<file path="config.mk">
export PLATFORM = sky130hd
export DESIGN_NAME = hex_escape_codec
export DESIGN_NICKNAME = d
export VERILOG_FILES = /design/src/rtl/hec_pkg.sv /design/src/rtl/hec_step.sv /design/src/rtl/hec_obuf.sv /design/src/rtl/hex_escape_codec.sv
export VERILOG_INCLUDE_DIRS = /design/src /design/src/rtl
export SDC_FILE = /design/constraint.sdc
export NUM_CORES = 1
export LEC_CHECK = 0
export BUFFER_PORTS_ARGS = -buffer_cell sky130_fd_sc_hd__clkbuf_2
export CORE_ASPECT_RATIO = 0.5
export CORE_MARGIN = 3
export CORE_UTILIZATION = 59
export DETAILED_ROUTE_END_ITERATION = 8
export PLACE_DENSITY = 0.88
export RECOVER_POWER = 100
export SLEW_MARGIN = 20
export SYNTH_ARGS = -nofsm -noshare
export SYNTH_HDL_FRONTEND = slang
export SYNTH_SLANG_ARGS = --single-unit
export TNS_END_PERCENT = 1
</file>
<file path="constraint.sdc">
create_clock -name clk -period 4.7 [get_ports clk]
set_input_delay 0.235 -clock clk [delete_from_list [all_inputs] [get_ports clk]]
set_output_delay 0.235 -clock clk [all_outputs]
set_load 0.01 [all_outputs]
</file>
<file path="src/rtl/hex_escape_codec_macros.svh">
// Assertion macros shared by the hex escape codec RTL.
`ifndef HEX_ESCAPE_CODEC_MACROS_SVH
`define HEX_ESCAPE_CODEC_MACROS_SVH

`ifndef SYNTH
// Whenever ante holds, cons must hold (cons may begin with a delay operator).
`define HEC_ASSERT_IMPLIES(label, clk, rst_n, ante, cons) \
	label: assert property (@(posedge clk) disable iff (!(rst_n)) (ante) |-> cons) \
		else $error("hex_escape_codec: implication failed");
// The condition must never be seen true outside reset.
`define HEC_ASSERT_NEVER(label, clk, rst_n, cond) \
	label: assert property (@(posedge clk) disable iff (!(rst_n)) !(cond)) \
		else $error("hex_escape_codec: forbidden condition seen");
`else
`define HEC_ASSERT_IMPLIES(label, clk, rst_n, ante, cons)
`define HEC_ASSERT_NEVER(label, clk, rst_n, cond)
`endif

`endif

</file>
<file path="src/rtl/hec_pkg.sv">
// Types, character constants and helper functions of the hex escape codec.
`timescale 1ns / 1ps
`default_nettype none

package hec_pkg;

	localparam int CHAR_W = 16;
	localparam int DIG_W  = 3;
	localparam int CNT_W  = 3;

	localparam logic [CHAR_W-1:0] CHR_PCT   = 16'h0025;
	localparam logic [CHAR_W-1:0] CHR_SPACE = 16'h0020;
	localparam logic [CHAR_W-1:0] CHR_SLASH = 16'h002F;
	localparam logic [CHAR_W-1:0] CHR_BSL   = 16'h005C;
	localparam logic [CHAR_W-1:0] CHR_CR    = 16'h000D;
	localparam logic [CHAR_W-1:0] CHR_LF    = 16'h000A;
	localparam logic [CHAR_W-1:0] CHR_DOT   = 16'h002E;
	localparam logic [CHAR_W-1:0] CHR_DASH  = 16'h002D;
	localparam logic [CHAR_W-1:0] CHR_USCORE = 16'h005F;

	localparam logic [DIG_W-1:0] ESC_DIGITS = 3'd4;
	localparam logic [CNT_W-1:0] ESC_LEN    = 3'd5;

	typedef enum logic [1:0] {
		MODE_STRICT = 2'd0,
		MODE_PATH   = 2'd1,
		MODE_LINE   = 2'd2,
		MODE_DECODE = 2'd3
	} mode_t;

	// One result item
	typedef struct packed {
		logic [CHAR_W-1:0] chr;
		logic              chr_valid;
		logic              run_last;
		logic              str_end;
	} result_t;

	// Result count of the current item and the codec state it leaves
	typedef struct packed {
		logic [CNT_W-1:0]  cnt;
		logic [DIG_W-1:0]  dp_nxt;
		logic [CHAR_W-1:0] acc_nxt;
	} plan_t;

	// Safe-character test of the three encode classes
	function automatic logic is_safe(input mode_t m, input logic [CHAR_W-1:0] c);
		logic s;
		case (m)
			MODE_STRICT: s = (c inside {[16'h0030:16'h0039], [16'h0061:16'h007A],
				[16'h0041:16'h005A]}) || c == CHR_DOT || c == CHR_DASH ||
				c == CHR_USCORE || c == CHR_SPACE;
			MODE_PATH:   s = c != CHR_PCT && c != CHR_SLASH && c != CHR_BSL;
			default:     s = c != CHR_PCT && c != CHR_CR && c != CHR_LF;
		endcase
		return s;
	endfunction

	// Hex digit value, zero for anything that is not a hex digit
	function automatic logic [3:0] hex_value(input logic [CHAR_W-1:0] c);
		logic [3:0] v;
		if (c inside {[16'h0030:16'h0039]})
			v = c[3:0];
		else if (c inside {[16'h0041:16'h0046], [16'h0061:16'h0066]})
			v = 4'(c[3:0] + 4'd9);
		else
			v = 4'd0;
		return v;
	endfunction

	// Uppercase hex character of one nibble
	function automatic logic [CHAR_W-1:0] hex_char(input logic [3:0] d);
		logic [CHAR_W-1:0] h;
		if (d < 4'd10)
			h = 16'h0030 + CHAR_W'(d);
		else
			h = 16'h0037 + CHAR_W'(d);
		return h;
	endfunction

endpackage

`default_nettype wire

</file>
<file path="src/rtl/hec_step.sv">
// Per-item codec logic: result count, result at a given index, next state.
`timescale 1ns / 1ps
`default_nettype none

module hec_step (
	input  hec_pkg::mode_t                       mode,
	input  logic [hec_pkg::CHAR_W-1:0]           chr,
	input  logic                                 last,
	input  logic [hec_pkg::DIG_W-1:0]            dp,
	input  logic [hec_pkg::CHAR_W-1:0]           acc,
	input  logic [hec_pkg::CNT_W-1:0]            idx,
	output hec_pkg::plan_t                       plan,
	output hec_pkg::result_t                     res
);
	import hec_pkg::*;

	logic [CHAR_W-1:0] acc_sh;
	logic [CNT_W-1:0]  cnt;
	logic [CHAR_W-1:0] ch;
	logic              vld;

	always_comb begin
		acc_sh       = {acc[CHAR_W-5:0], hex_value(chr)};
		cnt          = '0;
		ch           = '0;
		vld          = 1'b1;
		plan.dp_nxt  = dp;
		plan.acc_nxt = acc;
		if (mode != MODE_DECODE) begin
			// encode: pass through or percent plus four digits
			plan.dp_nxt  = '0;
			plan.acc_nxt = '0;
			if (is_safe(mode, chr)) begin
				cnt = 3'd1;
				ch  = chr;
			end else begin
				cnt = ESC_LEN;
				case (idx)
					3'd1:    ch = hex_char(chr[15:12]);
					3'd2:    ch = hex_char(chr[11:8]);
					3'd3:    ch = hex_char(chr[7:4]);
					3'd4:    ch = hex_char(chr[3:0]);
					default: ch = CHR_PCT;
				endcase
			end
		end else if (dp != '0) begin
			// decode: gather one digit
			plan.acc_nxt = acc_sh;
			plan.dp_nxt  = dp - 3'd1;
			if (dp == 3'd1) begin
				cnt          = 3'd1;
				ch           = (acc_sh == '0) ? CHR_SPACE : acc_sh;
				plan.acc_nxt = '0;
			end
		end else if (chr == CHR_PCT) begin
			plan.dp_nxt  = ESC_DIGITS;
			plan.acc_nxt = '0;
		end else begin
			cnt = 3'd1;
			ch  = chr;
		end

		// end of string drops an open escape, marker if nothing else goes out
		if (last) begin
			plan.dp_nxt  = '0;
			plan.acc_nxt = '0;
			if (cnt == '0) begin
				cnt = 3'd1;
				ch  = '0;
				vld = 1'b0;
			end
		end

		plan.cnt      = cnt;
		res.chr       = ch;
		res.chr_valid = vld;
		res.run_last  = (idx == cnt - 3'd1);
		res.str_end   = (idx == cnt - 3'd1) && last;
	end

endmodule

`default_nettype wire

</file>
<file path="src/rtl/hec_obuf.sv">
// Output register stage of the result stream.
`timescale 1ns / 1ps
`default_nettype none

module hec_obuf (
	input  logic             clk,
	input  logic             arst_n,
	input  logic             load,
	input  hec_pkg::result_t res,
	output logic             free,
	output logic             m_tvalid,
	input  logic             m_tready,
	output logic [15:0]      m_tdata,  // [15:0] char_out
	output logic [1:0]       m_tuser,  // [0] char_valid, [1] run_last
	output logic             m_tlast   // string_end
);
	import hec_pkg::*;

	logic    valid_q;
	result_t res_q;

	assign free = !valid_q || m_tready;

	// valid flag
	always_ff @(posedge clk or negedge arst_n) begin
		if (!arst_n) begin
			valid_q <= 1'b0;
		end else if (free) begin
			valid_q <= load;
		end
	end

	// payload
	always_ff @(posedge clk) begin
		if (free && load) begin
			res_q <= res;
		end
	end

	assign m_tvalid = valid_q;
	assign m_tdata  = res_q.chr;
	assign m_tuser  = {res_q.run_last, res_q.chr_valid};
	assign m_tlast  = res_q.str_end;

endmodule

`default_nettype wire

</file>
<file path="src/rtl/hex_escape_codec.sv">
// Top level of the hex escape codec: input register, sequencing, state, output.
// An accepted item passes the input register and then the output register before its first result.
// Items: one item per cycle when each item gives at most one result and the output is not stalled;
//   an escaped character in encode mode holds the input register until its five results are loaded.
// The output register sets the pace: one result leaves per cycle while m_tready is high.
// Reset (arst_n low, asynchronous): stages empty, mode strict encode, no escape open.
`timescale 1ns / 1ps
`default_nettype none
`include "hex_escape_codec_macros.svh"

module hex_escape_codec (
	input  logic        clk,
	input  logic        arst_n,
	input  logic        cfg_wen,
	input  logic [1:0]  cfg_wdata,  // mode
	input  logic        s_tvalid,
	output logic        s_tready,
	input  logic [15:0] s_tdata,    // [15:0] char_in
	input  logic        s_tlast,    // string_last
	output logic        m_tvalid,
	input  logic        m_tready,
	output logic [15:0] m_tdata,    // [15:0] char_out
	output logic [1:0]  m_tuser,    // [0] char_valid, [1] run_last
	output logic        m_tlast     // string_end
);
	import hec_pkg::*;

	mode_t             mode_q;
	logic              s1_valid_q;
	logic [CHAR_W-1:0] chr_s1;
	logic              last_s1;
	logic [DIG_W-1:0]  dp_q;
	logic [CHAR_W-1:0] acc_q;
	logic [CNT_W-1:0]  idx_q;
	plan_t             plan;
	result_t           res;
	logic              out_free;
	logic              out_load;
	logic              item_done;

	// mode register
	always_ff @(posedge clk or negedge arst_n) begin
		if (!arst_n) begin
			mode_q <= MODE_STRICT;
		end else if (cfg_wen) begin
			mode_q <= mode_t'(cfg_wdata);
		end
	end

	// item leaves the input stage as its last result is loaded, or without a load if it gives none
	assign out_load  = s1_valid_q && plan.cnt != '0 && out_free;
	assign item_done = s1_valid_q && (plan.cnt == '0 || (out_free && res.run_last));
	assign s_tready  = !s1_valid_q || item_done;

	// input stage control and codec state
	always_ff @(posedge clk or negedge arst_n) begin
		if (!arst_n) begin
			s1_valid_q <= 1'b0;
			idx_q      <= '0;
			dp_q       <= '0;
			acc_q      <= '0;
		end else begin
			if (s_tready) begin
				s1_valid_q <= s_tvalid;
			end
			if (item_done) begin
				idx_q <= '0;
				dp_q  <= plan.dp_nxt;
				acc_q <= plan.acc_nxt;
			end else if (out_load) begin
				idx_q <= idx_q + 3'd1;
			end
		end
	end

	// input payload
	always_ff @(posedge clk) begin
		if (s_tready && s_tvalid) begin
			chr_s1  <= s_tdata;
			last_s1 <= s_tlast;
		end
	end

	hec_step u_step (
		.mode (mode_q),
		.chr  (chr_s1),
		.last (last_s1),
		.dp   (dp_q),
		.acc  (acc_q),
		.idx  (idx_q),
		.plan (plan),
		.res  (res)
	);

	hec_obuf u_obuf (
		.clk      (clk),
		.arst_n   (arst_n),
		.load     (out_load),
		.res      (res),
		.free     (out_free),
		.m_tvalid (m_tvalid),
		.m_tready (m_tready),
		.m_tdata  (m_tdata),
		.m_tuser  (m_tuser),
		.m_tlast  (m_tlast)
	);

	// an item with results finishes only as its final result is loaded
	`HEC_ASSERT_IMPLIES(a_done_loads, clk, arst_n, item_done && plan.cnt != '0, out_load)
	// result index stays inside the current item's result count
	`HEC_ASSERT_IMPLIES(a_idx_range, clk, arst_n, s1_valid_q,
		(plan.cnt == '0 && idx_q == '0) || (plan.cnt != '0 && idx_q < plan.cnt))
	// never more digits pending than one escape holds
	`HEC_ASSERT_NEVER(a_dp_range, clk, arst_n, dp_q > ESC_DIGITS)
	// encode items and string ends leave no escape open
	`HEC_ASSERT_IMPLIES(a_state_clear, clk, arst_n,
		item_done && (mode_q != MODE_DECODE || last_s1), ##1 (dp_q == '0 && acc_q == '0))

endmodule

`default_nettype wire
</file>
==> results.py, run 1 <==
metrics = {
    "run": {
        "maxCapViolations": 0,
    },
    "synth": {
        "synth_top_family_by_area": "compound AO/OA/AOI/OAI gates",
        "synth_enable_flop_cells": 36,
        "ys_warn_count": 0,
        "synth_area_per_cell_sq_um": 9.67,
        "synth_xor_area_frac": 0.0118,
        "synth-simple-area-share": 0.184,
        "synthFlopType": "edfxtp_1",
        "synth_cell_types": 68,
        "seq_area_frac_synth": 0.438,
        "synth-seq-cells": 58,
        "syn_area_sq_um": 3720,
        "synth_cells": 385,
        "synth_compound_area_frac": 0.224,
        "synth.mux.area_fraction": 0.0256,
        "synth-adder-area-share": 0.0639,
        "syn-num-nets": 428,
        "postSynth.asyncResetShare": 0.379,
    },
    "critical_path": {
        "crit_fanout": 17,
        "crit_path_top_delay_cell": "or4b_1",
        "endpoint": "chr_s1[0]",
        "path_cells": "inv_1 > ha_1 > or4b_1 > or3_4 > a311oi_1 > a21oi_1 > o22ai_2 > inv_1 > ha_1 > xnor2_1 > nor2_1 > a21o_1 > and2_1 > buf_2",
        "worstReg2RegEnd": "chr_s1[0]",
        "rr_startpoint": "chr_s1[9]",
        "worst-setup-path-type": "flop to flop",
        "reg2reg_depth": 14,
        "worstPathArrival_ns": 4.43,
        "worstPathRequired_ns": 4.69,
        "worst-r2r-setup-slack_ns": 0.26,
        "start_kind": "flop",
        "cp-end-kind": "flop",
        "startpoint": "chr_s1[9]",
        "slowest_delay_ns": 0.54,
    },
    "floorplanning": {
        "die-width_um": 118,
        "start_util": 0.644,
        "die_h_um": 62.2,
        "io_pins": 45,
        "core_region_area_sq_um": 5780,
        "dieArea_sq_um": 7350,
        "rows": 19,
    },
    "sta": {
        "drv_slew": 0,
        "finClkSkew_ns": 0.00687,
        "setup_viol": 0,
        "rsz0062_at_grt": "false",
        "fin_ws_ns": 0.261,
        "min_period_over_period": 0.944,
        "hold_violations": 0,
        "fmax_ghz": 0.225,
        "slew_headroom": 0.189,
        "tns_ns": 0,
        "tightestPinTransition_ns": 1.22,
        "period_minus_slack_ns": 4.44,
    },
    "placed_design": {
        "port_buffers": 44,
        "dpl.hpwl_um": 7440,
        "pre_cts_ws_ns": 0.380,
        "dp_cells": 504,
        "place_congestion": 0.975,
    },
    "drt": {
        "wirelength_um": 10000,
        "vias_per_cell": 6.35,
        "drc": 0,
        "first_pass_iters": 6,
        "wl_per_cell_um": 19.2,
        "drtAntennaViolNets": 0,
        "num_vias": 3308,
        "drtIter0Drc": 421,
    },
    "global_routing": {
        "grt-ovfl-total": 0,
        "track_usage": 0.284,
        "grt_pass1_wl_um": 16000,
        "grt_max_degree": 23,
        "antenna_found_initial": 0,
        "grt_pass1_vias": 3054,
    },
    "pwr": {
        "peakVddDrop_mv": 0.327,
        "pwr-share-clk": 0.270,
        "netSwitchingPower_mw": 0.948,
        "p_comb_frac": 0.378,
        "p_sw_frac": 0.396,
        "p_int_mw": 1.45,
        "powerDensity_nw_per_um2": 557,
        "power.leakage_nw": 1.65,
        "total_power_mw": 2.39,
        "pwr-share-seq": 0.352,
    },
    "clocking": {
        "cts_buffers": 9,
        "clk_latency_ns": 0.34,
        "clockBufferDepth": 2,
        "cts_resized": 0,
        "cts-htree-levels": 3,
        "cts.sinks": 58,
        "cts.reportedPaths.clkPinSlew_ns": 0.06,
        "cts_tree": "yes",
        "root_buffer": "clkbuf_16",
    },
    "layout": {
        "instances_no_fill": 521,
        "fillers": 413,
        "utilization": 0.744,
        "final_cell_mix": "36 x edfxtp_1, 31 x o21ai_0, 30 x inv_1",
        "layout.cells.most_common": "edfxtp_1",
        "multi_input_area_sq_um": 1890,
        "antennaDiodeCount": 0,
        "nets": 475,
        "area_delta_synth_final_pct": 15.4,
        "drive_gt1_frac": 0.128,
        "seq_area_sq_um": 1630,
    },
    "run_status": {
        "status": "finished clean",
    },
    "hold_path": {
        "hp-class": "input port to flop",
    },
}
## power groups by stage
stage	sequential [mW]	clock [mW]	combinational (mW)
after global placement	0.834	0	0.887
after global routing	0.851	0.681	0.993
final	0.842	0.647	0.906
after floorplan	0.827	0	0.625
after detailed placement	0.840	0	0.904
after CTS	0.834	0.656	0.914
## worst max-delay path: cells and delay by family (launching register included)
kind / cells / cell delay, ns
buffers and inverters: 3 / 0.58
AO/OA/AOI/OAI: 4 / 1.00
flip-flops: 1 / 0.50
adder cells (fa/ha/maj): 2 / 0.47
XOR/XNOR: 1 / 0.16
AND/OR/NAND/NOR: 4 / 1.37
## logic make-up after synthesis
logic type / count (synthesis)
multiplexers: 9
adder cells (fa/ha/maj): 19
AND/OR/NAND/NOR: 128
buffers and inverters: 48
AO/OA/AOI/OAI: 118
XOR/XNOR: 5
flip-flops: 58
## stage by stage
stage / cell area [sq um] / hold slack, ns
CTS: 4340 / 0.0551
global route: 4300 / 0.0623
floorplan: 3720 / -0.0606
detailed placement: 4030 / 0.247
global placement: 4030 / 0.241
finish: 4300 / 0.0638
## cell usage after synthesis (all sizes together), types with 4 or more instances
cell type,count,area [sq um]
a211oi,5,37.5
a21o,6,45.0
a21oi,21,105
a22oi,9,67.6
and2,5,31.3
buf,5,33.8
clkbuf,13,48.8
dfrtp,22,551
edfxtp,36,1080
ha,19,238
inv,30,113
mux2,4,45.0
mux2i,5,50.1
nand2,24,90.1
nand2b,10,62.6
nand3,20,100
nor2,29,111
nor2b,6,37.5
nor3,10,61.3
nor4,4,25.0
o21a,6,45.0
o21ai,33,165
o22ai,5,51.3
xnor2,5,43.8
## area by class of cell
class / instances / area share
Sequential cell: 58 / 0.380
Inverter: 30 / 0.0262
Timing Repair Buffer: 54 / 0.0600
Tap cell: 84 / 0.0245
Clock inverter: 7 / 0.0163
Multi-Input combinational cell: 279 / 0.441
Clock buffer: 9 / 0.0524
## sequential cells by signal (all words and copies together), names as in the netlist
register and cells:
u_obuf.m_tdata 16, acc_q 12, mode_q 2, u_obuf.m_tuser 2
last_s1 1, u_obuf.m_tvalid 1, s1_valid_q 1, u_obuf.m_tlast 1
dp_q 3, idx_q 3, chr_s1 16
## routing by layer
layer / up-vias / track usage / routed length [um]
met5: - / 0 / 0
met4: 0 / 0.0920 / 154
met2: 204 / 0.418 / 4370
met1: 1556 / 0.389 / 4300
met3: 19 / 0.109 / 1200
li1: 1529 / - / -
## worst min-delay path by stage
stage | from | endpoint | slack (ns) | cells past startpoint
2_1_floorplan | arst_n | acc_q[0] | -0.06 | 0
3_3_place_gp | arst_n | u_obuf.m_tvalid | 0.24 | 1
3_5_place_dp | arst_n | idx_q[0] | 0.25 | 1
4_1_cts | s_tlast | last_s1 | 0.06 | 1
5_1_grt | s_tdata[2] | chr_s1[2] | 0.06 | 1
6_report | s_tlast | last_s1 | 0.06 | 1
## timing repair
action	CTS	global route
endpoints found under the hold margin	22	0
setup buffers	0	0
hold buffers	1	0
No activity file was read; power rests on OpenSTA's default activity.
==> run 2, diff against run 1 <==
REMOVE_ABC_BUFFERS = 1   (was unset)
==> results.py, run 2 (same netlist as run 1, synthesis figures left out) <==
metrics = {
    "run_status": {
        "status": "finished clean",
    },
    "drt": {
        "route.met2.wl_um": 4360,
        "drc": 0,
        "wl_met3_um": 1400,
        "wirelength_um": 10400,
        "top_layer_used": "met5",
        "met1_length_um": 4430,
        "first_pass_iters": 5,
        "drtIter0Drc": 508,
        "vias_per_cell": 6.39,
        "wl_per_cell_um": 19.9,
        "drtAntennaViolNets": 0,
        "num_vias": 3331,
    },
    "hold_path": {
        "hp-class": "input port to flop",
    },
    "floorplanning": {
        "core_region_area_sq_um": 5780,
        "rows": 19,
        "die-width_um": 118,
        "dieArea_sq_um": 7350,
        "io_pins": 45,
        "start_util": 0.644,
        "die_h_um": 62.2,
    },
    "clocking": {
        "clockBufferDepth": 2,
        "clk_latency_ns": 0.33,
        "cts_buffers": 9,
        "cts-htree-levels": 3,
        "cts_tree": "yes",
        "root_buffer": "clkbuf_16",
        "cts.reportedPaths.clkPinSlew_ns": 0.05,
        "cts.sinks": 58,
        "cts_resized": 0,
    },
    "sta": {
        "hold_slack_ns": 0.0747,
        "tns_ns": 0,
        "tightestPinTransition_ns": 1.25,
        "fin_ws_ns": 0.342,
        "min_period_over_period": 0.927,
        "rsz0062_at_grt": "false",
        "hold_violations": 0,
        "finClkSkew_ns": 0.00429,
        "period_minus_slack_ns": 4.36,
        "setup_viol": 0,
        "drv_slew": 0,
        "slew_headroom": 0.168,
        "fmax_ghz": 0.229,
    },
    "layout": {
        "antennaDiodeCount": 0,
        "layout.cells.most_common": "edfxtp_1",
        "utilization": 0.745,
        "nets": 475,
        "final_cell_mix": "36 x edfxtp_1, 31 x o21ai_0, 30 x inv_1",
        "area_delta_synth_final_pct": 15.6,
        "instances_no_fill": 521,
        "design_area_sq_um": 4300,
        "drive_gt1_frac": 0.121,
        "fillers": 431,
    },
    "critical_path": {
        "path_cells": "inv_1 > ha_1 > or4b_4 > or3_4 > a2111oi_4 > clkbuf_1 > nand4b_1 > o22ai_1 > inv_1 > ha_1 > xnor2_1 > or3_1 > o22ai_4 > mux2_1",
        "crit_path_top_delay_cell": "or4b_4",
        "start_kind": "flop",
        "crit_fanout": 10,
        "slowest_delay_ns": 0.52,
        "worstPathArrival_ns": 4.57,
        "worst-setup-path-type": "flop to flop",
        "cp-end-kind": "flop",
        "worstPathRequired_ns": 4.91,
    },
    "global_routing": {
        "grt_pass1_vias": 3160,
        "grt_max_degree": 23,
        "track_usage": 0.290,
        "grt-ovfl-total": 0,
        "grt_pass1_wl_um": 16600,
        "antenna_found_initial": 1,
    },
    "pwr": {
        "power.leakage_nw": 1.64,
        "powerDensity_nw_per_um2": 566,
        "peakVddDrop_mv": 0.389,
        "total_power_mw": 2.44,
    },
    "placed_design": {
        "port_buffers": 44,
        "dpl.hpwl_um": 7520,
        "pre_cts_ws_ns": 0.597,
        "place_congestion": 0.955,
        "dp_cells": 504,
        "placed_area_sq_um": 4040,
    },
    "run": {
        "maxCapViolations": 0,
    },
}
## run 2: routing by layer
metal,global-route usage,vias up
met1,0.402,1552
met3,0.123,32
met4,0.0920,2
li1,-,1524
met2,0.412,221
met5,0,-
## run 2: critical path, delay by kind of cell, from the launching register on
kind | cells | cell delay, ns
and+or+nand+nor | 4 | 1.51
xor gates and xnor gates | 1 | 0.16
buffers and inverters | 3 | 0.52
DFF | 1 | 0.51
AOI/OAI and AO/OA | 3 | 0.73
muxes | 1 | 0.38
adders and majority gates | 2 | 0.42
## run 2: worst paths after layout
| kind | from | to | slack, ns | depth (start not counted) |
|---|---|---|---|---|
| max | chr_s1[8] | dp_q[0] | 0.34 | 14 |
| min | s_tdata[8] | chr_s1[8] | 0.07 | 1 |
| max reg2reg | chr_s1[8] | dp_q[0] | 0.34 | 14 |
| min reg2reg | acc_q[0] | acc_q[4] | 0.56 | 2 |
| max in group asynchronous | arst_n | acc_q[11] | 3.24 | 2 |
| min in group asynchronous | arst_n | mode_q[0] | 0.72 | 2 |
## run 2: cell type report
type	instances	area, sq um	area share
clock buffers	11	243	0.0564
repair buffers	54	265	0.0616
clock inverters	5	55.1	0.0128
multi-input cells	279	1890	0.439
well taps	84	105	0.0244
flip-flops and latches	58	1630	0.379
inverters	30	113	0.0262
## run 2: repair_timing
| action | CTS | global route |
|---|---|---|
| hold buffers | 1 | 0 |
| setup buffers | 0 | 0 |
| hold endpoints to repair | 22 | 0 |
## run 2: where the power goes
| part | switching [mW] | internal, mW |
|---|---|---|
| Combinational | 0.600 | 0.333 |
| Clock | 0.232 | 0.422 |
| Sequential | 0.131 | 0.718 |
| Total | 0.963 | 1.47 |
